## config.mk

```make
export PLATFORM = sky130hd
export DESIGN_NAME = cron_field_mask_parser
export DESIGN_NICKNAME = d
export VERILOG_FILES = /design/src/rtl/cfmp_pkg.sv /design/src/rtl/cfmp_decode.sv /design/src/rtl/cfmp_fill.sv /design/src/rtl/cron_field_mask_parser.sv
export SDC_FILE = /design/constraint.sdc
export NUM_CORES = 1
export LEC_CHECK = 0
export BUFFER_PORTS_ARGS = -buffer_cell sky130_fd_sc_hd__buf_4
export CORE_MARGIN = 1.5
export CORE_UTILIZATION = 30
export CTS_CLUSTER_DIAMETER = 120
export DETAILED_ROUTE_END_ITERATION = 8
export PLACE_DENSITY = 0.44
export SLEW_MARGIN = 40
export SYNTH_ARGS = -nofsm -noshare
export SYNTH_HDL_FRONTEND = slang
export SYNTH_SLANG_ARGS = --single-unit
```

## constraint.sdc

```tcl
create_clock -name clk -period 6.3 [get_ports clk]
set_clock_uncertainty 0.2 [all_clocks]
set_input_delay 1.26 -clock clk [delete_from_list [all_inputs] [get_ports clk]]
set_output_delay 1.26 -clock clk [all_outputs]
set_load 0.05 [all_outputs]
```

## src/rtl/cfmp_pkg.sv

```systemverilog
package cfmp_pkg;

    // Length limit of one expression and the width of the byte counter.
    localparam int MAX_EXPR_LEN = 255;
    localparam int CNT_W        = $clog2(MAX_EXPR_LEN + 1);

    // Mask widths of the five fields.
    localparam int MINUTE_W  = 60;
    localparam int HOUR_W    = 24;
    localparam int DAY_W     = 31;
    localparam int MONTH_W   = 12;
    localparam int WEEKDAY_W = 7;

    // Result packing on the output stream.
    localparam int RESULT_W   = MINUTE_W + HOUR_W + DAY_W + MONTH_W + WEEKDAY_W + 1;
    localparam int OUT_DATA_W = ((RESULT_W + 7) / 8) * 8;

    // Field numbers; FLD_DONE means all five fields are complete.
    localparam logic [2:0] FLD_MINUTE  = 3'd0;
    localparam logic [2:0] FLD_HOUR    = 3'd1;
    localparam logic [2:0] FLD_DAY     = 3'd2;
    localparam logic [2:0] FLD_MONTH   = 3'd3;
    localparam logic [2:0] FLD_WEEKDAY = 3'd4;
    localparam logic [2:0] FLD_DONE    = 3'd5;

    // Character codes.
    localparam logic [7:0] CH_NUL   = 8'h00;
    localparam logic [7:0] CH_TAB   = 8'h09;
    localparam logic [7:0] CH_LF    = 8'h0A;
    localparam logic [7:0] CH_CR    = 8'h0D;
    localparam logic [7:0] CH_SPACE = 8'h20;
    localparam logic [7:0] CH_STAR  = 8'h2A;
    localparam logic [7:0] CH_COMMA = 8'h2C;
    localparam logic [7:0] CH_DASH  = 8'h2D;
    localparam logic [7:0] CH_SLASH = 8'h2F;
    localparam logic [7:0] CH_ZERO  = 8'h30;
    localparam logic [7:0] CH_NINE  = 8'h39;

    localparam logic [7:0] NUM_SAT      = 8'd255;
    localparam logic [7:0] WEEKDAY_ALT  = 8'd7;

    // Parser phase within a field.
    typedef enum logic [7:0] {
        PH_IDLE       = 8'b0000_0001,
        PH_START      = 8'b0000_0010,
        PH_LO         = 8'b0000_0100,
        PH_HI_FIRST   = 8'b0000_1000,
        PH_HI         = 8'b0001_0000,
        PH_STEP_FIRST = 8'b0010_0000,
        PH_STEP       = 8'b0100_0000,
        PH_TAIL       = 8'b1000_0000
    } phase_t;

    // Parser state carried from byte to byte.
    typedef struct packed {
        logic [2:0] field_number;
        phase_t     phase;
        logic [7:0] number_acc;
        logic [7:0] range_low;
        logic [7:0] range_high;
        logic [7:0] step_size;
        logic       star_seen;
        logic       single_digit;
        logic       error_seen;
    } parse_state_t;

    localparam parse_state_t PARSE_RESET = '{
        field_number: FLD_MINUTE,
        phase:        PH_IDLE,
        number_acc:   8'd0,
        range_low:    8'd0,
        range_high:   8'd0,
        step_size:    8'd1,
        star_seen:    1'b0,
        single_digit: 1'b0,
        error_seen:   1'b0
    };

    // Request to the fill unit: set bits low, low+step, ... up to high.
    typedef struct packed {
        logic       valid;
        logic [2:0] field;
        logic [5:0] low;
        logic [5:0] high;
        logic [7:0] step;
    } fill_req_t;

    function automatic logic [5:0] field_min(input logic [2:0] f);
        logic [5:0] v;
        case (f)
            FLD_DAY:   v = 6'd1;
            FLD_MONTH: v = 6'd1;
            default:   v = 6'd0;
        endcase
        return v;
    endfunction

    function automatic logic [5:0] field_max(input logic [2:0] f);
        logic [5:0] v;
        case (f)
            FLD_MINUTE: v = 6'd59;
            FLD_HOUR:   v = 6'd23;
            FLD_DAY:    v = 6'd31;
            FLD_MONTH:  v = 6'd12;
            default:    v = 6'd6;
        endcase
        return v;
    endfunction

endpackage

```

## src/rtl/cfmp_decode.sv

```systemverilog
module cfmp_decode
    import cfmp_pkg::*;
(
    input  parse_state_t cur,
    input  logic [7:0]   char_code,
    input  logic         end_only,
    output parse_state_t nxt,
    output fill_req_t    req
);

    typedef struct packed {
        parse_state_t st;
        fill_req_t    req;
        logic         ok;
    } step_res_t;

    // Bound value, with a lone weekday 7 read as Sunday.
    function automatic logic [7:0] bound_value(input parse_state_t s);
        logic [7:0] v;
        if (s.field_number == FLD_WEEKDAY && s.single_digit && s.number_acc == WEEKDAY_ALT)
            v = 8'd0;
        else
            v = s.number_acc;
        return v;
    endfunction

    // Check the element against the field range and hand it to the fill unit.
    function automatic step_res_t close_element(input parse_state_t s);
        step_res_t  r;
        logic [5:0] fmin;
        logic [5:0] fmax;
        r.st  = s;
        r.req = '0;
        r.ok  = !s.error_seen;
        fmin  = field_min(s.field_number);
        fmax  = field_max(s.field_number);
        if (s.field_number <= FLD_WEEKDAY)
        begin
            if (s.range_low < {2'b00, fmin} || s.range_high > {2'b00, fmax} ||
                s.range_low > s.range_high || s.step_size == 8'd0)
            begin
                r.st.error_seen = 1'b1;
                r.ok            = 1'b0;
            end
            else
            begin
                r.req.valid       = 1'b1;
                r.req.field       = s.field_number;
                r.req.low         = s.range_low[5:0];
                r.req.high        = s.range_high[5:0];
                r.req.step        = s.step_size;
                r.st.star_seen    = 1'b0;
                r.st.step_size    = 8'd1;
                r.st.number_acc   = 8'd0;
                r.st.single_digit = 1'b0;
            end
        end
        return r;
    endfunction

    // Close whatever element the current phase holds open.
    function automatic step_res_t end_element(input parse_state_t s);
        step_res_t    r;
        parse_state_t t;
        t     = s;
        r.st  = s;
        r.req = '0;
        r.ok  = 1'b0;
        case (s.phase)
            PH_LO:
            begin
                t.range_low  = bound_value(s);
                t.range_high = bound_value(s);
                r = close_element(t);
            end
            PH_HI:
            begin
                if (!s.star_seen)
                    t.range_high = bound_value(s);
                r = close_element(t);
            end
            PH_STEP:
            begin
                t.step_size = s.number_acc;
                r = close_element(t);
            end
            PH_TAIL:
            begin
                r.ok = 1'b1;
            end
            default:
            begin
                r.st.error_seen = 1'b1;
            end
        endcase
        return r;
    endfunction

    // Field separator or end of text: close the field and move to the next one.
    function automatic step_res_t end_field(input parse_state_t s);
        step_res_t r;
        r.st  = s;
        r.req = '0;
        r.ok  = 1'b1;
        if (s.phase != PH_IDLE && s.field_number < FLD_DONE)
        begin
            r = end_element(s);
            if (r.ok)
            begin
                r.st.field_number = s.field_number + 3'd1;
                r.st.phase        = PH_IDLE;
            end
        end
        return r;
    endfunction

    // Accumulate one decimal digit, saturating at the top of the byte.
    function automatic parse_state_t take_digit(input parse_state_t s, input logic [3:0] d,
                                                input phase_t next_phase);
        parse_state_t t;
        logic         fresh;
        logic [11:0]  v;
        t     = s;
        fresh = (s.phase == PH_START || s.phase == PH_IDLE ||
                 s.phase == PH_HI_FIRST || s.phase == PH_STEP_FIRST);
        v     = ({4'b0000, s.number_acc} << 3) + ({4'b0000, s.number_acc} << 1) +
                {8'b0000_0000, d};
        if (fresh)
        begin
            t.number_acc   = {4'b0000, d};
            t.single_digit = 1'b1;
        end
        else
        begin
            t.number_acc   = (v > {4'b0000, NUM_SAT}) ? NUM_SAT : v[7:0];
            t.single_digit = 1'b0;
        end
        t.phase = next_phase;
        return t;
    endfunction

    // One character of the expression.
    function automatic step_res_t take_char(input parse_state_t s, input logic [7:0] c);
        step_res_t  r;
        logic       digit;
        logic       ows;
        logic       tail;
        logic [5:0] fmin;
        logic [5:0] fmax;
        r.st  = s;
        r.req = '0;
        r.ok  = 1'b1;
        tail  = 1'b0;
        digit = (c >= CH_ZERO && c <= CH_NINE);
        ows   = (c >= CH_LF && c <= CH_CR);
        fmin  = field_min(s.field_number);
        fmax  = field_max(s.field_number);
        if (c == CH_SPACE || c == CH_TAB)
        begin
            r = end_field(s);
        end
        else if (s.field_number <= FLD_WEEKDAY)
        begin
            case (s.phase)
                PH_IDLE, PH_START:
                begin
                    if (digit)
                        r.st = take_digit(s, c[3:0], PH_LO);
                    else if (c == CH_STAR)
                    begin
                        r.st.star_seen  = 1'b1;
                        r.st.range_low  = {2'b00, fmin};
                        r.st.range_high = {2'b00, fmax};
                        r.st.phase      = PH_HI;
                    end
                    else if (ows)
                        r.st.phase = PH_START;
                    else
                        r.st.error_seen = 1'b1;
                end
                PH_LO:
                begin
                    if (digit)
                        r.st = take_digit(s, c[3:0], PH_LO);
                    else if (c == CH_DASH)
                    begin
                        r.st.range_low = bound_value(s);
                        r.st.phase     = PH_HI_FIRST;
                    end
                    else if (c == CH_SLASH)
                    begin
                        r.st.range_low  = bound_value(s);
                        r.st.range_high = {2'b00, fmax};
                        r.st.phase      = PH_STEP_FIRST;
                    end
                    else
                        tail = 1'b1;
                end
                PH_HI_FIRST:
                begin
                    if (digit)
                        r.st = take_digit(s, c[3:0], PH_HI);
                    else
                        r.st.error_seen = 1'b1;
                end
                PH_STEP_FIRST:
                begin
                    if (digit)
                        r.st = take_digit(s, c[3:0], PH_STEP);
                    else
                        r.st.error_seen = 1'b1;
                end
                PH_HI:
                begin
                    if (digit && !s.star_seen)
                        r.st = take_digit(s, c[3:0], PH_HI);
                    else if (c == CH_SLASH)
                    begin
                        if (!s.star_seen)
                            r.st.range_high = bound_value(s);
                        r.st.phase = PH_STEP_FIRST;
                    end
                    else if (digit)
                        r.st.error_seen = 1'b1;
                    else
                        tail = 1'b1;
                end
                PH_STEP:
                begin
                    if (digit)
                        r.st = take_digit(s, c[3:0], PH_STEP);
                    else
                        tail = 1'b1;
                end
                default:
                begin
                    tail = 1'b1;
                end
            endcase

            // After a complete element only a comma or other whitespace may follow.
            if (tail)
            begin
                if (c == CH_COMMA)
                begin
                    r = end_element(s);
                    if (r.ok)
                        r.st.phase = PH_START;
                end
                else if (ows)
                begin
                    r = end_element(s);
                    if (r.ok)
                        r.st.phase = PH_TAIL;
                end
                else
                    r.st.error_seen = 1'b1;
            end
        end
        return r;
    endfunction

    step_res_t res;

    // Either a character step or a bare field close at the end of the text.
    always_comb
    begin
        if (end_only)
            res = end_field(cur);
        else
            res = take_char(cur, char_code);
        nxt = res.st;
        req = res.req;
    end

endmodule

```

## src/rtl/cfmp_fill.sv

```systemverilog
module cfmp_fill
    import cfmp_pkg::*;
(
    input  logic                 clk,
    input  logic                 rst_n,
    input  logic                 start,
    input  fill_req_t            req,
    input  logic                 clear,
    output logic                 busy,
    output logic [MINUTE_W-1:0]  minute_bits,
    output logic [HOUR_W-1:0]    hour_bits,
    output logic [DAY_W-1:0]     day_bits,
    output logic [MONTH_W-1:0]   month_bits,
    output logic [WEEKDAY_W-1:0] weekday_bits
);

    logic                 busy_reg;
    logic [2:0]           field_reg;
    logic [5:0]           idx_reg;
    logic [5:0]           high_reg;
    logic [7:0]           step_reg;
    logic [MINUTE_W-1:0]  minute_reg;
    logic [HOUR_W-1:0]    hour_reg;
    logic [DAY_W-1:0]     day_reg;
    logic [MONTH_W-1:0]   month_reg;
    logic [WEEKDAY_W-1:0] weekday_reg;

    logic [5:0]           bit_pos;
    logic [MINUTE_W-1:0]  bit_sel;
    logic [8:0]           idx_sum;
    logic                 last_step;

    // One adder and one compare, reused for every bit of a range.
    assign bit_pos   = idx_reg - field_min(field_reg);
    assign bit_sel   = {{(MINUTE_W-1){1'b0}}, 1'b1} << bit_pos;
    assign idx_sum   = {3'b000, idx_reg} + {1'b0, step_reg};
    assign last_step = idx_sum > {3'b000, high_reg};

    // Walk the range one set bit per cycle.
    always_ff @(posedge clk or negedge rst_n)
    begin
        if (!rst_n)
        begin
            busy_reg    <= 1'b0;
            field_reg   <= FLD_MINUTE;
            idx_reg     <= 6'd0;
            high_reg    <= 6'd0;
            step_reg    <= 8'd1;
            minute_reg  <= '0;
            hour_reg    <= '0;
            day_reg     <= '0;
            month_reg   <= '0;
            weekday_reg <= '0;
        end
        else if (clear)
        begin
            busy_reg    <= 1'b0;
            minute_reg  <= '0;
            hour_reg    <= '0;
            day_reg     <= '0;
            month_reg   <= '0;
            weekday_reg <= '0;
        end
        else if (start)
        begin
            busy_reg  <= 1'b1;
            field_reg <= req.field;
            idx_reg   <= req.low;
            high_reg  <= req.high;
            step_reg  <= req.step;
        end
        else if (busy_reg)
        begin
            case (field_reg)
                FLD_MINUTE:  minute_reg  <= minute_reg | bit_sel;
                FLD_HOUR:    hour_reg    <= hour_reg | bit_sel[HOUR_W-1:0];
                FLD_DAY:     day_reg     <= day_reg | bit_sel[DAY_W-1:0];
                FLD_MONTH:   month_reg   <= month_reg | bit_sel[MONTH_W-1:0];
                default:     weekday_reg <= weekday_reg | bit_sel[WEEKDAY_W-1:0];
            endcase
            idx_reg  <= idx_sum[5:0];
            busy_reg <= !last_step;
        end
    end

    assign busy         = busy_reg;
    assign minute_bits  = minute_reg;
    assign hour_bits    = hour_reg;
    assign day_bits     = day_reg;
    assign month_bits   = month_reg;
    assign weekday_bits = weekday_reg;

endmodule

```

## src/rtl/cron_field_mask_parser.sv

```systemverilog
// Each byte passes through a request step (SQ_IDLE) and a decode step (SQ_CHAR); a byte that
// closes an element adds a bit fill (SQ_FILL) that sets the element's bits one at a time.
// The last byte adds a field close, a possible bit fill and a step that loads the result.
// The bit fill uses a single adder; one byte is in work at a time.
// Reset (asynchronous, active low) clears the parser, the masks and the output valid flag.
module cron_field_mask_parser
    import cfmp_pkg::*;
(
    input  logic                  clk,
    input  logic                  rst_n,
    input  logic                  s_tvalid,
    output logic                  s_tready,
    input  logic [7:0]            s_tdata,   // char_code[7:0]
    input  logic                  s_tlast,   // last_char
    output logic                  m_tvalid,
    input  logic                  m_tready,
    // minute_mask[59:0], hour_mask[83:60], day_mask[114:84], month_mask[126:115],
    // weekday_mask[133:127], parse_ok[134], zero pad[135]
    output logic [OUT_DATA_W-1:0] m_tdata
);

    typedef enum logic [4:0] {
        SQ_IDLE = 5'b00001,
        SQ_CHAR = 5'b00010,
        SQ_FILL = 5'b00100,
        SQ_END  = 5'b01000,
        SQ_OUT  = 5'b10000
    } seq_t;

    seq_t                  state_reg, state_next;
    logic [7:0]            char_reg, char_next;
    logic                  last_reg, last_next;
    logic                  end_pass_reg, end_pass_next;
    logic [CNT_W-1:0]      count_reg, count_next;
    parse_state_t          parse_reg, parse_next;
    logic                  out_valid_reg, out_valid_next;
    logic [OUT_DATA_W-1:0] out_data_reg, out_data_next;

    parse_state_t          dec_state;
    fill_req_t             dec_req;
    logic                  dec_end;
    logic                  fill_start;
    logic                  fill_clear;
    logic                  fill_busy;
    logic                  parse_ok;
    logic [MINUTE_W-1:0]   minute_bits;
    logic [HOUR_W-1:0]     hour_bits;
    logic [DAY_W-1:0]      day_bits;
    logic [MONTH_W-1:0]    month_bits;
    logic [WEEKDAY_W-1:0]  weekday_bits;

    // A NUL byte and the end of text both only close the open field.
    assign dec_end = (state_reg == SQ_END) || (char_reg == CH_NUL);

    cfmp_decode u_decode
    (
        .cur       (parse_reg),
        .char_code (char_reg),
        .end_only  (dec_end),
        .nxt       (dec_state),
        .req       (dec_req)
    );

    cfmp_fill u_fill
    (
        .clk          (clk),
        .rst_n        (rst_n),
        .start        (fill_start),
        .req          (dec_req),
        .clear        (fill_clear),
        .busy         (fill_busy),
        .minute_bits  (minute_bits),
        .hour_bits    (hour_bits),
        .day_bits     (day_bits),
        .month_bits   (month_bits),
        .weekday_bits (weekday_bits)
    );

    assign parse_ok = !parse_reg.error_seen && parse_reg.field_number == FLD_DONE;

    // Sequencer: take a byte, decode it, fill bits, close and deliver on the last byte.
    always_comb
    begin
        state_next     = state_reg;
        char_next      = char_reg;
        last_next      = last_reg;
        end_pass_next  = end_pass_reg;
        count_next     = count_reg;
        parse_next     = parse_reg;
        out_valid_next = out_valid_reg && !m_tready;
        out_data_next  = out_data_reg;
        fill_start     = 1'b0;
        fill_clear     = 1'b0;
        case (state_reg)
            SQ_IDLE:
            begin
                if (s_tvalid)
                begin
                    char_next  = s_tdata;
                    last_next  = s_tlast;
                    state_next = SQ_CHAR;
                end
            end
            SQ_CHAR:
            begin
                end_pass_next = 1'b0;
                if (count_reg < CNT_W'(MAX_EXPR_LEN))
                begin
                    count_next = count_reg + CNT_W'(1);
                    if (!parse_reg.error_seen)
                    begin
                        parse_next = dec_state;
                        fill_start = dec_req.valid;
                        if (char_reg == CH_NUL)
                            count_next = CNT_W'(MAX_EXPR_LEN);
                    end
                end
                if (fill_start)
                    state_next = SQ_FILL;
                else if (last_reg)
                    state_next = SQ_END;
                else
                    state_next = SQ_IDLE;
            end
            SQ_FILL:
            begin
                if (!fill_busy)
                begin
                    if (end_pass_reg)
                        state_next = SQ_OUT;
                    else if (last_reg)
                        state_next = SQ_END;
                    else
                        state_next = SQ_IDLE;
                end
            end
            SQ_END:
            begin
                end_pass_next = 1'b1;
                if (!parse_reg.error_seen)
                begin
                    parse_next = dec_state;
                    fill_start = dec_req.valid;
                end
                state_next = fill_start ? SQ_FILL : SQ_OUT;
            end
            SQ_OUT:
            begin
                if (!out_valid_reg || m_tready)
                begin
                    out_valid_next = 1'b1;
                    out_data_next  = {1'b0, parse_ok,
                                      parse_ok ? weekday_bits : {WEEKDAY_W{1'b0}},
                                      parse_ok ? month_bits : {MONTH_W{1'b0}},
                                      parse_ok ? day_bits : {DAY_W{1'b0}},
                                      parse_ok ? hour_bits : {HOUR_W{1'b0}},
                                      parse_ok ? minute_bits : {MINUTE_W{1'b0}}};
                    parse_next     = PARSE_RESET;
                    count_next     = '0;
                    fill_clear     = 1'b1;
                    state_next     = SQ_IDLE;
                end
            end
            default:
            begin
                state_next = SQ_IDLE;
            end
        endcase
    end

    // Control and parser state.
    always_ff @(posedge clk or negedge rst_n)
    begin
        if (!rst_n)
        begin
            state_reg     <= SQ_IDLE;
            end_pass_reg  <= 1'b0;
            count_reg     <= '0;
            parse_reg     <= PARSE_RESET;
            out_valid_reg <= 1'b0;
        end
        else
        begin
            state_reg     <= state_next;
            end_pass_reg  <= end_pass_next;
            count_reg     <= count_next;
            parse_reg     <= parse_next;
            out_valid_reg <= out_valid_next;
        end
    end

    // Request payload and result data.
    always_ff @(posedge clk)
    begin
        char_reg     <= char_next;
        last_reg     <= last_next;
        out_data_reg <= out_data_next;
    end

    assign s_tready = (state_reg == SQ_IDLE);
    assign m_tvalid = out_valid_reg;
    assign m_tdata  = out_data_reg;

endmodule
```

# Word level (Yosys, flattened, before mapping)
# Index checks and enable logic that the tools add are counted.
[op_classes] order_cmp=42 addsub=6 n_shift=1 reduce_logical=86 mux=349 n_eq_ne=35 bitwise_logic=6
[ops] op="$mux W6" n=98
[ops] op="$mux W8" n=72
[ops] op="$pmux W34 S3" n=4
[ops] op="$mux W24" n=16
[ops] op="$pmux W24 S3" n=4
[ops] op="$mux W71" n=4
[ops] op="$pmux W43 S6" n=1
[ops] op="$mux W60" n=4
[ops] op="$mux W36" n=6
[ops] op="$mux W68" n=3
[ops] op="$mux W46" n=3
[ops] op="$pmux W46 S3" n=1
[ops] op="$mux W42" n=3
[ops] op="$mux W31" n=4
[ops] op="$mux W10" n=12
[ops] op="$gt A8 B6 Y1" n=12
[ops] op="$lt A8 B6 Y1" n=12
[ops] op="$mux W16" n=5
[ops] op="$mux W1" n=75
[ops] op="$gt A8 B8 Y1" n=9
[ops] op="$or A60 B60 Y60" n=1
[ops] op="$shl A1 B6 Y60 const A" n=1
[ops] op="$eq A8 B6 Y1 const B" n=6
[ops] op="$mux W12" n=4
[ops] op="61 further kinds" n=165
[totals] register_bits=363 inputBits=13 output_inout_bits=138

# Depth between registers and ports, before layout
# Gate-level depths: netlist (run 1).
[depth] depth_word=38 ltp_mapped=20 mapped_depth_nobuf=18

# Modules after synthesis
# Synthesis (run 1) repeated with hierarchy kept, for this count alone.
[hier_totals] hier_cells=1902 area_unflattened_um2=19401.1
[modules_own_cells] module="cron_field_mask_parser" seq_area_each_um2=5854.4 cells_each=609 n_inst=1 area_per_inst_um2=8319.2
[modules_own_cells] module="cfmp_fill" seq_area_each_um2=3955.0 cells_each=648 n_inst=1 area_per_inst_um2=6764.0
[modules_own_cells] module="cfmp_decode" seq_area_each_um2=0.0 cells_each=645 n_inst=1 area_per_inst_um2=4317.9

# Least setup slack after synthesis (run 1)
# OpenSTA, ideal clock, no wires.
[synth_timing] path_kind="input-to-reg" from="in m_tready" to="reg out_data_reg[0] (netlist: m_tdata[0]), enable pin" path_stages=5 n_path_buf=2 arrival_ns=5.666 setup_slack_ns=-0.118 setup_ns=0.552 required_ns=5.548 path_cell_list="nand2b_1 nand2_1 inv_1 clkbuf_1 clkbuf_1"
[synth_between] elab_chain_len=2
[synth_lines] item="start, declared" line_no="cron_field_mask_parser.sv:16" text="input logic m_tready,"
[synth_lines] item="$logic_or A1 B1 Y1" line_no="cron_field_mask_parser.sv:149" text="if (!out_valid_reg || m_tready)"
[synth_lines] item="$reduce_and A2 Y1 (no line)"
[synth_lines] item="end signal, assigned" line_no="cron_field_mask_parser.sv:197" text="out_data_reg <= out_data_next;"
[synth_lines] item="end, declared" line_no="cron_field_mask_parser.sv:37" text="logic [OUT_DATA_W-1:0] out_data_reg, out_data_next;"
# Every way passes these cells.
# A chain may end at the register's enable or synchronous reset.

# Worst setup path after layout (run 1)
[layout_timing] from="reg parse_reg[31] (netlist name)" to="reg u_fill.idx_reg[2]"
[layout_between] elab_chain_len=29 elab_cells_between_ends=123 cone_classes="20 x order compare; 1 x eq/ne; 70 x mux; 32 x reduce/logical"
[layout_lines] item="start, declared" line_no="cron_field_mask_parser.sv:35" text="parse_state_t parse_reg, parse_next;"
[layout_lines] item="start signal, assigned" line_no="cron_field_mask_parser.sv:187" text="parse_reg <= parse_next;"
[layout_lines] item="$eq A8 B3 Y1" line_no="cfmp_decode.sv:20" text="if (s.field_number == FLD_WEEKDAY && s.single_digit && s.number_acc == WEEKDAY_ALT)"
[layout_lines] item="$logic_and A1 B1 Y1" line_no="cfmp_decode.sv:20"
[layout_lines] item="$mux W8" line_no="cfmp_decode.sv:20"
[layout_lines] item="$mux W8" line_no="cfmp_decode.sv:78" text="if (!s.star_seen)"
[layout_lines] item="$mux W8" line_no="cfmp_decode.sv:69" text="case (s.phase)"
[layout_lines] item="$mux W8" line_no="cfmp_decode.sv:250" text="else if (ows)"
[layout_lines] item="$mux W8" line_no="cfmp_decode.sv:244" text="if (c == CH_COMMA)"
[layout_lines] item="$mux W8" line_no="cfmp_decode.sv:242" text="if (tail)"
[layout_lines] item="(+13 left out)"
[layout_lines] item="$mux W71" line_no="cfmp_decode.sv:158" text="if (c == CH_SPACE || c == CH_TAB)"
[layout_lines] item="$mux W71 *" line_no="cfmp_decode.sv:268" text="if (end_only)"
[layout_lines] item="$mux W1" line_no="cron_field_mask_parser.sv:110, cron_field_mask_parser.sv:140"
[layout_lines] item="$mux W1" line_no="cron_field_mask_parser.sv:107" text="if (count_reg < CNT_W'(MAX_EXPR_LEN))"
[layout_lines] item="$mux W1" line_no="cron_field_mask_parser.sv:94" text="case (state_reg)"
[layout_lines] item="$pmux W1 S2" line_no="cron_field_mask_parser.sv:94"
[layout_lines] item="$reduce_bool A2 Y1 (no line)"
[layout_lines] item="$reduce_and A2 Y1 (no line)"
[layout_lines] item="end signal, assigned" line_no="cfmp_fill.sv:68" text="idx_reg <= req.low;"
[layout_lines] item="end signal, assigned" line_no="cfmp_fill.sv:81" text="idx_reg <= idx_sum[5:0];"
[layout_lines] item="end, declared" line_no="cfmp_fill.sv:19" text="logic [5:0] idx_reg;"
# Every way passes the cells marked *; elsewhere a longest branch is shown, timed or not. The select of a mux whose other input is x is not followed.

==> results.py, run 1 <==
metrics = {
    "global_routing": {
        "antenna_found_initial": 0,
        "grt_pass1_wl_um": 86930,
        "overflow": 0,
        "grt_util_all_layers_pct": 17.91,
        "grt_pass1_vias": 14190,
        "grt_max_degree": 119,
    },
    "sta": {
        "setup_viol": 0,
        "relSlewSlack_pct": 43.00,
        "worst_pin_slew_ns": 0.8335,
        "period_needed_ns": 5.333,
        "period_share_pct": 84.66,
        "hold_viol": 0,
        "clock.fmax_mhz": 187.5,
        "rsz0062_at_grt": "false",
        "slew_violations": 0,
        "fin_setup_tns_ns": 0,
    },
    "cts": {
        "cts_root_buf": "clkbuf_16",
        "ctsResizeCount": 0,
        "path_clk_slew_ns": 0.05,
        "cts_buffer_depth": 3,
        "insertion_delay_ns": 0.57,
        "htree_levels": 2,
        "cts_setup_buffers": 0,
        "cts_buffers": 42,
        "hold_buffers": 0,
        "cts.sink_count": 363,
        "cts_tree": "built",
    },
    "pwr": {
        "p_seq_share_pct": 48.6,
        "power_density_nw_per_um2": 243.9,
        "cellInternalPower_mw": 4.016,
        "p_leak_nw": 9.749,
        "p_comb_share_pct": 5.7,
        "total_power_mw": 5.272,
        "clockPowerShare_pct": 45.7,
        "peakVddDrop_v": 0.0001767,
        "switchingPower_mw": 1.256,
        "netSwitchingFraction_pct": 23.83,
    },
    "synth": {
        "syn_nets": 1834,
        "synth_flop_cell": "dfrtp_1",
        "avgSynthCellArea_um2": 10.37,
        "yosysSeqAreaShare_pct": 54.07,
        "synth-seq-cells": 363,
        "synthArstFlopShare_pct": 60.33,
        "synthesis.area_um2": 18140,
        "ys_warn_count": 0,
        "synthCells": 1750,
        "synth-edff-count": 144,
        "synth_cell_types": 79,
    },
    "critical_path": {
        "endpoint_kind": "flop",
        "startpoint_type": "flop",
        "reg2reg_slack_ns": 0.97,
        "slowest_stage": "or4_1",
        "r2r_end": "u_fill.idx_reg[2]$_DFFE_PN0P_",
        "path_class": "reg2reg",
        "rr_worst_depth": 17,
        "cp_max_fo": 13,
        "worstSetupStartpoint": "parse_reg[31]$_DFFE_PN0P_",
        "r2r_start": "parse_reg[31]$_DFFE_PN0P_",
        "cp_cell_sequence": "or4_1 > or4_1 > and2_1 > nand2_1 > o21ai_0 > inv_1 > ha_1 > and3_1 > a221o_1 > a21oi_1 > o211ai_1 > buf_4 > o211ai_1 > buf_4 > nand3_1 > a221oi_1 > a21oi_1",
        "cpPeakStageDelay_ns": 0.60,
        "worst_ep_arrival_time_ns": 5.54,
        "cp.required_ns": 6.50,
    },
    "hold_path": {
        "hold_depth": 2,
        "holdPathEnd": "u_fill.minute_bits[45]$_DFFE_PN0P_",
        "hold_start": "u_fill.minute_bits[45]$_DFFE_PN0P_",
        "hold_class": "reg2reg",
    },
    "detailed_routing": {
        "routed-via-count": 14050,
        "drt-total-wl_um": 55740,
        "wire_per_inst_um": 20.71,
        "drtIter0Drc": 1085,
        "drt-pass1-iter-count": 5,
        "antenna_left": 0,
        "post-route-drc-count": 0,
        "viasPerCell": 5.220,
    },
    "job": {
        "maxCapViolations": 0,
    },
    "cells_and_area": {
        "n_antenna_cell": 0,
        "nFillCells": 5966,
        "drive_above_1_share_pct": 15.38,
        "final_nets": 1968,
        "areaGrowthSynthToFinish_pct": 19.14,
        "multi_input_area_um2": 7779,
        "largest_reg_flops": 135,
        "ff_latch_area_um2": 9809,
    },
    "floorplanning": {
        "rows": 89,
        "initial_core_util_pct": 30.57,
        "die_x_um": 248.9,
        "dieArea_um2": 61960,
        "dieHeight_um": 248.9,
        "io_pins": 151,
        "core-area_um2": 59350,
    },
    "placement": {
        "gp_congestion": 0.9170,
        "place_hpwl_um": 39510,
        "numPortBuffers": 149,
    },
    "run_status": {
        "status": "finished, final reports clean",
    },
}
## cell families after synthesis
| group | after synthesis | synth area share (%) |
|---|---|---|
| other | 1 | 0.02067 |
| AND/OR/NAND/NOR | 663 | 18.43 |
| AO/OA/AOI/OAI | 464 | 17.00 |
| adder cells (fa/ha/maj) | 71 | 5.021 |
| XOR/XNOR | 17 | 0.8207 |
| multiplexers | 24 | 1.331 |
| buffers and inverters | 147 | 3.303 |
| flip-flops | 363 | 54.07 |
## metrics by stage
stage	util [%]	cells	hold slack, ns	area, µm²	setup slack, ns
6_report	36.42	2691	0.2727	21620	0.9667
5_1_grt	36.42	2691	0.2978	21620	0.6114
4_1_cts	36.38	2691	0.2797	21590	1.003
3_5_place_dp	34.08	2613	0.2662	20230	0.9871
3_3_place_gp	33.87	2607	0.2542	20100	1.028
2_1_floorplan	-	1750	0.2402	18140	1.400
## synth_stat cells (5+ instances only)
cell        n  area share, %
dfrtp_1   215             30
nor2_1    195            4.0
and2_1    146            5.0
edfxtp_1  144             24
a21oi_1   129            3.6
nand2_1   118            2.4
clkbuf_1   80            1.7
o21ai_0    78            2.2
ha_1       68            4.7
inv_1      47           0.97
a31oi_1    42            1.4
nand3_1    39            1.1
nor3_1     36           0.99
a22o_1     32            1.5
a21o_1     27            1.1
mux2i_1    23            1.3
and3_1     22           0.76
a22oi_1    18           0.74
nor4_1     17           0.59
a221oi_1   16           0.77
nand4_1    15           0.52
o21ai_1    14           0.39
nand2b_1   13           0.45
nor2b_1    13           0.45
buf_2      11           0.30
o22ai_1    11           0.38
xnor2_1    10           0.48
o31ai_1     9           0.37
o211ai_1    8           0.33
o21a_1      8           0.33
or2_2       8           0.28
a211o_1     7           0.34
or4_1       7           0.29
xor2_1      7           0.34
a211oi_1    6           0.25
a32o_1      6           0.33
nor3b_1     6           0.25
o21bai_1    6           0.25
or3_1       6           0.21
and4_1      5           0.24
buf_4       5           0.21
## metal layers
| layer | track usage, % | wire, µm | vias to the layer above |
|---|---|---|---|
| met5 | 0 | 0 | - |
| met4 | 7.169 | 2111 | 0 |
| met3 | 2.539 | 2681 | 112 |
| met2 | 28.84 | 25820 | 376 |
| met1 | 24.24 | 25120 | 6920 |
| li1 | - | - | 6638 |
## worst max-delay path, delay by kind of cell, from the launching register on
kind            cells  cell delay [ns]
compound gates      7             1.66
buf+inv             3             0.57
flops               1             0.37
simple gates        6             2.14
fa+ha+maj           1             0.24
## placed cells by master (no fill, tap or decap), drive strengths merged, types with 7 or more instances in the layout
| master | count |
|---|---|
| xor2 | 7 |
| ha | 68 |
| buf | 190 |
| a21oi | 129 |
| nor3 | 36 |
| xnor2 | 10 |
| a221oi | 16 |
| nand3 | 43 |
| a22oi | 19 |
| a21o | 27 |
| nand2b | 13 |
| edfxtp | 144 |
| o22ai | 11 |
| clkbuf | 67 |
| o31ai | 9 |
| nand4 | 15 |
| dfrtp | 215 |
| nor2b | 13 |
| nor4 | 17 |
| or2 | 8 |
| or4 | 7 |
| a211o | 7 |
| and3 | 22 |
| a22o | 32 |
| nor2 | 196 |
| a31oi | 47 |
| mux2i | 23 |
| o21ai | 92 |
| inv | 48 |
| nand2 | 118 |
| o211ai | 9 |
| and2 | 146 |
| o21a | 8 |
## power by group through the flow
stage	combinational, mW	sequential (mW)	clock [mW]
6_report	0.303	2.56	2.41
5_1_grt	0.343	2.57	2.58
4_1_cts	0.307	2.56	2.48
3_5_place_dp	0.306	2.60	0
3_3_place_gp	0.299	2.60	0
2_1_floorplan	0.203	2.57	0
## area by class of cell
cell class	instances	area share, %
clock inverters	11	0.6946
well taps	773	4.474
clock buffers	67	5.621
inverters	47	0.8509
repair buffers	190	6.992
multi-input cells	1240	35.99
flip-flops and latches	363	45.38
## worst max path at each step
stage / endpoint / slack [ns]
3_5_place_dp: u_fill.idx_reg[2]$_DFFE_PN0P_ / 0.99
3_3_place_gp: u_fill.minute_bits[48]$_DFFE_PN0P_ / 1.03
5_1_grt: u_fill.idx_reg[2]$_DFFE_PN0P_ / 0.61
2_1_floorplan: u_fill.idx_reg[1]$_DFFE_PN0P_ / 1.40
4_1_cts: u_fill.idx_reg[2]$_DFFE_PN0P_ / 1.00
6_report: u_fill.idx_reg[2]$_DFFE_PN0P_ / 0.97
No activity file was read; power rests on OpenSTA's default activity.
==> inputs of run 2 (changes only) <==
==> constraint.sdc (replaced) <==
create_clock -name clk -period 4.9 [get_ports clk]
set_clock_uncertainty 0.2 [all_clocks]
set_input_delay 0.98 -clock clk [delete_from_list [all_inputs] [get_ports clk]]
set_output_delay 0.98 -clock clk [all_outputs]
set_load 0.05 [all_outputs]
==> results.py, run 2 (synthesized netlist as in run 1, its figures left out) <==
metrics = {
    "cells_and_area": {
        "areaGrowthSynthToFinish_pct": 21.78,
        "n_antenna_cell": 0,
        "final_nets": 2000,
        "drive_above_1_share_pct": 17.37,
        "nFillCells": 5990,
        "final_common_cell": "dfrtp_1",
        "fin_area_um2": 22090,
        "fin_util_pct": 37.22,
        "largest_reg_flops": 135,
        "stdcell_count": 2725,
        "layout_common_cells": "dfrtp_1 (215), buf_4 (211), nor2_1 (193), and2_1 (146), edfxtp_1 (144)",
    },
    "critical_path": {
        "rr_worst_depth": 18,
        "r2r_end": "parse_reg[4]$_DFFE_PN0P_",
        "worst_ep_arrival_time_ns": 4.91,
        "path_class": "reg2reg",
        "startpoint_type": "flop",
        "cp.required_ns": 5.16,
        "r2r_start": "parse_reg[43]$_DFFE_PN0P_",
        "cp_max_fo": 6,
        "reg2reg_slack_ns": 0.26,
        "endpoint_kind": "flop",
    },
    "cts": {
        "cts_root_buf": "clkbuf_16",
        "hold_buffers": 0,
        "insertion_delay_ns": 0.58,
        "cts_buffers": 44,
        "cts_tree": "built",
        "cts.sink_count": 363,
        "path_clk_slew_ns": 0.06,
        "htree_levels": 2,
        "cts_buffer_depth": 3,
    },
    "global_routing": {
        "grt_max_degree": 172,
        "grt_pass1_vias": 14310,
        "grt_pass1_wl_um": 87330,
        "antenna_found_initial": 0,
        "grt_util_all_layers_pct": 17.98,
        "overflow": 0,
    },
    "placement": {
        "numPortBuffers": 149,
        "dp_cells": 2641,
        "place_hpwl_um": 39790,
        "gp_congestion": 0.8960,
        "placed_area_um2": 20420,
    },
    "run_status": {
        "status": "finished, final reports clean",
    },
    "detailed_routing": {
        "antenna_left": 0,
        "post-route-drc-count": 0,
        "routed-via-count": 14190,
        "drt-pass1-iter-count": 5,
        "drtIter0Drc": 982,
        "wire_per_inst_um": 20.61,
        "viasPerCell": 5.207,
        "drt-total-wl_um": 56150,
    },
    "sta": {
        "period_needed_ns": 4.645,
        "slew_violations": 0,
        "worst_pin_slew_ns": 0.7918,
        "relSlewSlack_pct": 46.81,
        "fin_setup_tns_ns": 0,
        "whs_ns": 0.1523,
        "hold_viol": 0,
        "rsz0062_at_grt": "false",
        "setup_viol": 0,
        "clock.fmax_mhz": 215.3,
        "period_share_pct": 94.79,
    },
    "floorplanning": {
        "core-area_um2": 59350,
        "io_pins": 151,
        "dieHeight_um": 248.9,
        "initial_core_util_pct": 30.57,
        "rows": 89,
        "die_x_um": 248.9,
        "dieArea_um2": 61960,
    },
    "job": {
        "maxCapViolations": 0,
    },
    "hold_path": {
        "hold_class": "in2async",
    },
    "pwr": {
        "peakVddDrop_v": 0.0002747,
        "power_density_nw_per_um2": 326.6,
        "p_leak_nw": 10.03,
    },
}
## run 2: cell types whose count changed in the layout (fill, tap and decap cells not counted), moves of 3 or more
cell,delta
buf_4,+31
clkbuf_1,-8
bufinv_16,+5
buf_8,-4
clkbuf_16,+4
buf_12,+3
clkinv_1,+3
clkinv_2,+3
## run 2: worst max path at each step
| stage | cells after the start | startpoint | endpoint | slack [ns] |
|---|---|---|---|---|
| 6_report | 18 | parse_reg[43]$_DFFE_PN0P_ | parse_reg[4]$_DFFE_PN0P_ | 0.26 |
| 5_1_grt | 19 | parse_reg[43]$_DFFE_PN0P_ | u_fill.idx_reg[2]$_DFFE_PN0P_ | 0.02 |
| 4_1_cts | 18 | parse_reg[43]$_DFFE_PN0P_ | parse_reg[30]$_DFFE_PN0P_ | 0.02 |
| 3_5_place_dp | 18 | parse_reg[43]$_DFFE_PN0P_ | parse_reg[30]$_DFFE_PN0P_ | 0.08 |
| 3_3_place_gp | 16 | parse_reg[31]$_DFFE_PN0P_ | parse_reg[30]$_DFFE_PN0P_ | 0.19 |
| 2_1_floorplan | 19 | parse_reg[33]$_DFFE_PN0P_ | u_fill.idx_reg[1]$_DFFE_PN0P_ | 0.0004 |
## run 2: per-stage QoR
stage | setup slack (ns) | power, mW
final | 0.2552 | 7.216
after detailed placement | 0.07745 | 3.747
after global routing | 0.02482 | 7.507
after CTS | 0.02393 | 7.330
after global placement | 0.1882 | 3.736
after floorplan | 0.0004050 | 3.572
## run 2: routing by layer
metal  routed length [µm]  global-route usage, %  vias up
met5                    0                      0        -
met4                 1684                  5.907        0
met3                 2364                  2.560      105
met2                26380                  29.69      374
met1                25730                  24.21     7002
li1                     -                      -     6707
## run 2: critical path: stages, from the launching register on
cell and delay (ns):
dfrtp_1 0.43, inv_1 0.15, ha_2 0.23, nand2_1 0.10, or4_1 0.55, and2_1 0.21, nand2_1 0.06, o21ai_0 0.12
inv_1 0.08, ha_1 0.22, and3_1 0.19, a221o_1 0.35, a21oi_2 0.18, o211ai_1 0.20, buf_4 0.22, a211o_1 0.31
a311oi_2 0.31, o41ai_1 0.18, a22o_1 0.23
## run 2: repair_timing
item	in CTS	in global routing
setup buffers	0	0
endpoints found under the setup margin	0	148
gates resized for setup	0	11
## run 2: power by group
group	internal, mW	switching (mW)
clock	2.19	1.34
sequential	3.22	0.0733
combinational	0.135	0.261
## run 2: cell type report
class	count	area, µm²	area share, %
Sequential cell	363	9809	44.40
Multi-Input combinational cell	1240	7796	35.29
Timing Repair Buffer	220	1760	7.968
Clock buffer	62	1271	5.754
Tap cell	773	967.2	4.378
Clock inverter	20	305.3	1.382
Inverter	47	183.9	0.8325
==> inputs of run 3 (changes only) <==
--- a/config.mk
+++ b/config.mk
@@ -8,7 +8,9 @@
 export BUFFER_PORTS_ARGS = -buffer_cell sky130_fd_sc_hd__buf_4
 export CORE_MARGIN = 1.5
 export CORE_UTILIZATION = 30
+export CTS_BUF_LIST = sky130_fd_sc_hd__clkbuf_16
 export CTS_CLUSTER_DIAMETER = 120
+export CTS_CLUSTER_SIZE = 30
 export DETAILED_ROUTE_END_ITERATION = 8
 export PLACE_DENSITY = 0.44
 export SLEW_MARGIN = 40
==> results.py, run 3 (synthesized netlist as in run 1, its figures left out) <==
metrics = {
    "cells_and_area": {
        "areaGrowthSynthToFinish_pct": 16.41,
        "nFillCells": 6067,
        "multi_input_area_um2": 7785,
        "final_nets": 1974,
        "n_antenna_cell": 0,
        "stdcell_count": 2675,
        "final_common_cell": "dfrtp_1",
        "largest_reg_flops": 135,
        "layout_common_cells": "dfrtp_1 (215), buf_4 (210), nor2_1 (194), and2_1 (146), edfxtp_1 (144)",
        "ff_latch_area_um2": 9809,
        "drive_above_1_share_pct": 15.35,
    },
    "floorplanning": {
        "die_x_um": 248.9,
        "io_pins": 151,
        "dieArea_um2": 61960,
        "core-area_um2": 59350,
        "initial_core_util_pct": 30.57,
        "rows": 89,
        "dieHeight_um": 248.9,
    },
    "sta": {
        "worst_pin_slew_ns": 0.8379,
        "rsz0062_at_grt": "true",
        "slew_violations": 0,
        "fin_ws_ns": 0.2238,
        "relSlewSlack_pct": 43.94,
        "setup_viol": 0,
        "hold_viol": 0,
        "period_needed_ns": 4.676,
        "clock.fmax_mhz": 213.8,
        "period_share_pct": 95.43,
    },
    "pwr": {
        "p_leak_nw": 9.575,
        "netSwitchingFraction_pct": 25.72,
        "cellInternalPower_mw": 4.105,
        "peakVddDrop_v": 0.0002135,
        "power_density_nw_per_um2": 261.6,
        "switchingPower_mw": 1.421,
        "p_comb_share_pct": 7.2,
        "clockPowerShare_pct": 33.4,
        "p_seq_share_pct": 59.4,
    },
    "critical_path": {
        "cp_max_fo": 6,
        "endpoint_kind": "flop",
        "path_class": "reg2reg",
        "cp.required_ns": 5.15,
        "cp_cell_sequence": "inv_1 > ha_1 > nand2_1 > or4_1 > and2_1 > nand2_1 > o21ai_0 > inv_1 > ha_1 > and3_1 > a221o_1 > a21oi_2 > o211ai_1 > buf_4 > a211o_1 > a311oi_2 > o41ai_1 > a22o_1",
        "r2r_start": "parse_reg[43]$_DFFE_PN0P_",
        "startpoint_type": "flop",
        "r2r_end": "parse_reg[4]$_DFFE_PN0P_",
        "slowest_stage": "or4_1",
        "rr_worst_depth": 18,
        "reg2reg_slack_ns": 0.22,
        "cpPeakStageDelay_ns": 0.55,
        "worst_ep_arrival_time_ns": 4.92,
    },
    "placement": {
        "numPortBuffers": 149,
        "dp_slack_ns": 0.07745,
        "dp_cells": 2641,
        "place_hpwl_um": 39790,
        "gp_congestion": 0.8960,
    },
    "cts": {
        "hold_buffers": 0,
        "cts_root_buf": "clkbuf_16",
        "htree_levels": 1,
        "insertion_delay_ns": 0.56,
        "path_clk_slew_ns": 0.11,
        "cts_buffers": 18,
        "cts_setup_buffers": 0,
        "cts.sink_count": 363,
        "cts_tree": "built",
        "ctsResizeCount": 0,
        "cts_buffer_depth": 3,
    },
    "detailed_routing": {
        "drt-total-wl_um": 55340,
        "wire_per_inst_um": 20.69,
        "viasPerCell": 5.246,
        "post-route-drc-count": 0,
        "routed-via-count": 14030,
        "drt-pass1-iter-count": 7,
        "drtIter0Drc": 1067,
        "antenna_left": 0,
    },
    "global_routing": {
        "antenna_found_initial": 0,
        "grt_util_all_layers_pct": 17.56,
        "overflow": 0,
        "grt_pass1_vias": 13970,
        "grt_pass1_wl_um": 85830,
        "grt_max_degree": 172,
    },
    "job": {
        "maxCapViolations": 0,
    },
    "run_status": {
        "status": "finished, final reports clean",
    },
    "hold_path": {
        "hold_class": "in2async",
    },
}
-- run 3: cell types whose count changed in the layout (fill, tap and decap cells not counted), sizes merged --
| cell | before | now |
|---|---|---|
| clkbuf | 62 | 19 |
| bufinv | 7 | 0 |
| inv | 50 | 57 |
| clkinv | 10 | 3 |
-- run 3: final cells by class --
| type | count | area share [%] |
|---|---|---|
| flip-flops and latches | 363 | 46.45 |
| well taps | 773 | 4.579 |
| clock inverters | 13 | 0.6161 |
| repair buffers | 220 | 8.377 |
| clock buffers | 19 | 2.251 |
| multi-input cells | 1240 | 36.86 |
| inverters | 47 | 0.8708 |
-- run 3: worst max-delay path by stage --
| stage | startpoint | endpoint | slack [ns] |
|---|---|---|---|
| after global placement | parse_reg[31]$_DFFE_PN0P_ | parse_reg[30]$_DFFE_PN0P_ | 0.19 |
| after floorplan | parse_reg[33]$_DFFE_PN0P_ | u_fill.idx_reg[1]$_DFFE_PN0P_ | 0.0004 |
| final | parse_reg[43]$_DFFE_PN0P_ | parse_reg[4]$_DFFE_PN0P_ | 0.22 |
| after global routing | parse_reg[43]$_DFFE_PN0P_ | parse_reg[45]$_DFFE_PN0P_ | -0.008 |
| after CTS | parse_reg[43]$_DFFE_PN0P_ | parse_reg[30]$_DFFE_PN0P_ | 0.02 |
| after detailed placement | parse_reg[43]$_DFFE_PN0P_ | parse_reg[30]$_DFFE_PN0P_ | 0.08 |
-- run 3: metal layers --
metal	up-vias	GRT usage [%]	share of wire, %
li1	6624	-	-
met1	6947	24.07	45
met2	390	29.38	47
met3	73	1.891	4.9
met4	0	4.855	2.6
met5	-	0	0
-- run 3: power groups by stage --
stage	clock network, mW	registers [mW]	logic, mW
after floorplan	0	3.31	0.261
final	1.84	3.28	0.397
after detailed placement	0	3.35	0.399
after global routing	2.03	3.30	0.448
after CTS	1.93	3.28	0.401
after global placement	0	3.35	0.390
-- run 3: stage by stage --
stage | cell area, µm² | util (%) | hold slack (ns) | setup TNS [ns] | total power [mW]
after CTS | 21020 | 35.42 | 0.1512 | 0 | 5.620
after global placement | 20370 | 34.32 | 0.2558 | 0 | 3.736
after global routing | 21120 | 35.58 | 0.1755 | -0.01515 | 5.774
after detailed placement | 20420 | 34.40 | 0.2603 | 0 | 3.747
final | 21120 | 35.58 | 0.1528 | 0 | 5.526
after floorplan | 18140 | - | 0.2402 | 0 | 3.572
-- run 3: critical path, delay by kind of cell (launching register included) --
kind / cells / cell delay [ns]
adder cells (fa/ha/maj): 2 / 0.48
buffers and inverters: 3 / 0.44
flip-flops: 1 / 0.45
AO/OA/AOI/OAI: 8 / 1.87
AND/OR/NAND/NOR: 5 / 1.12
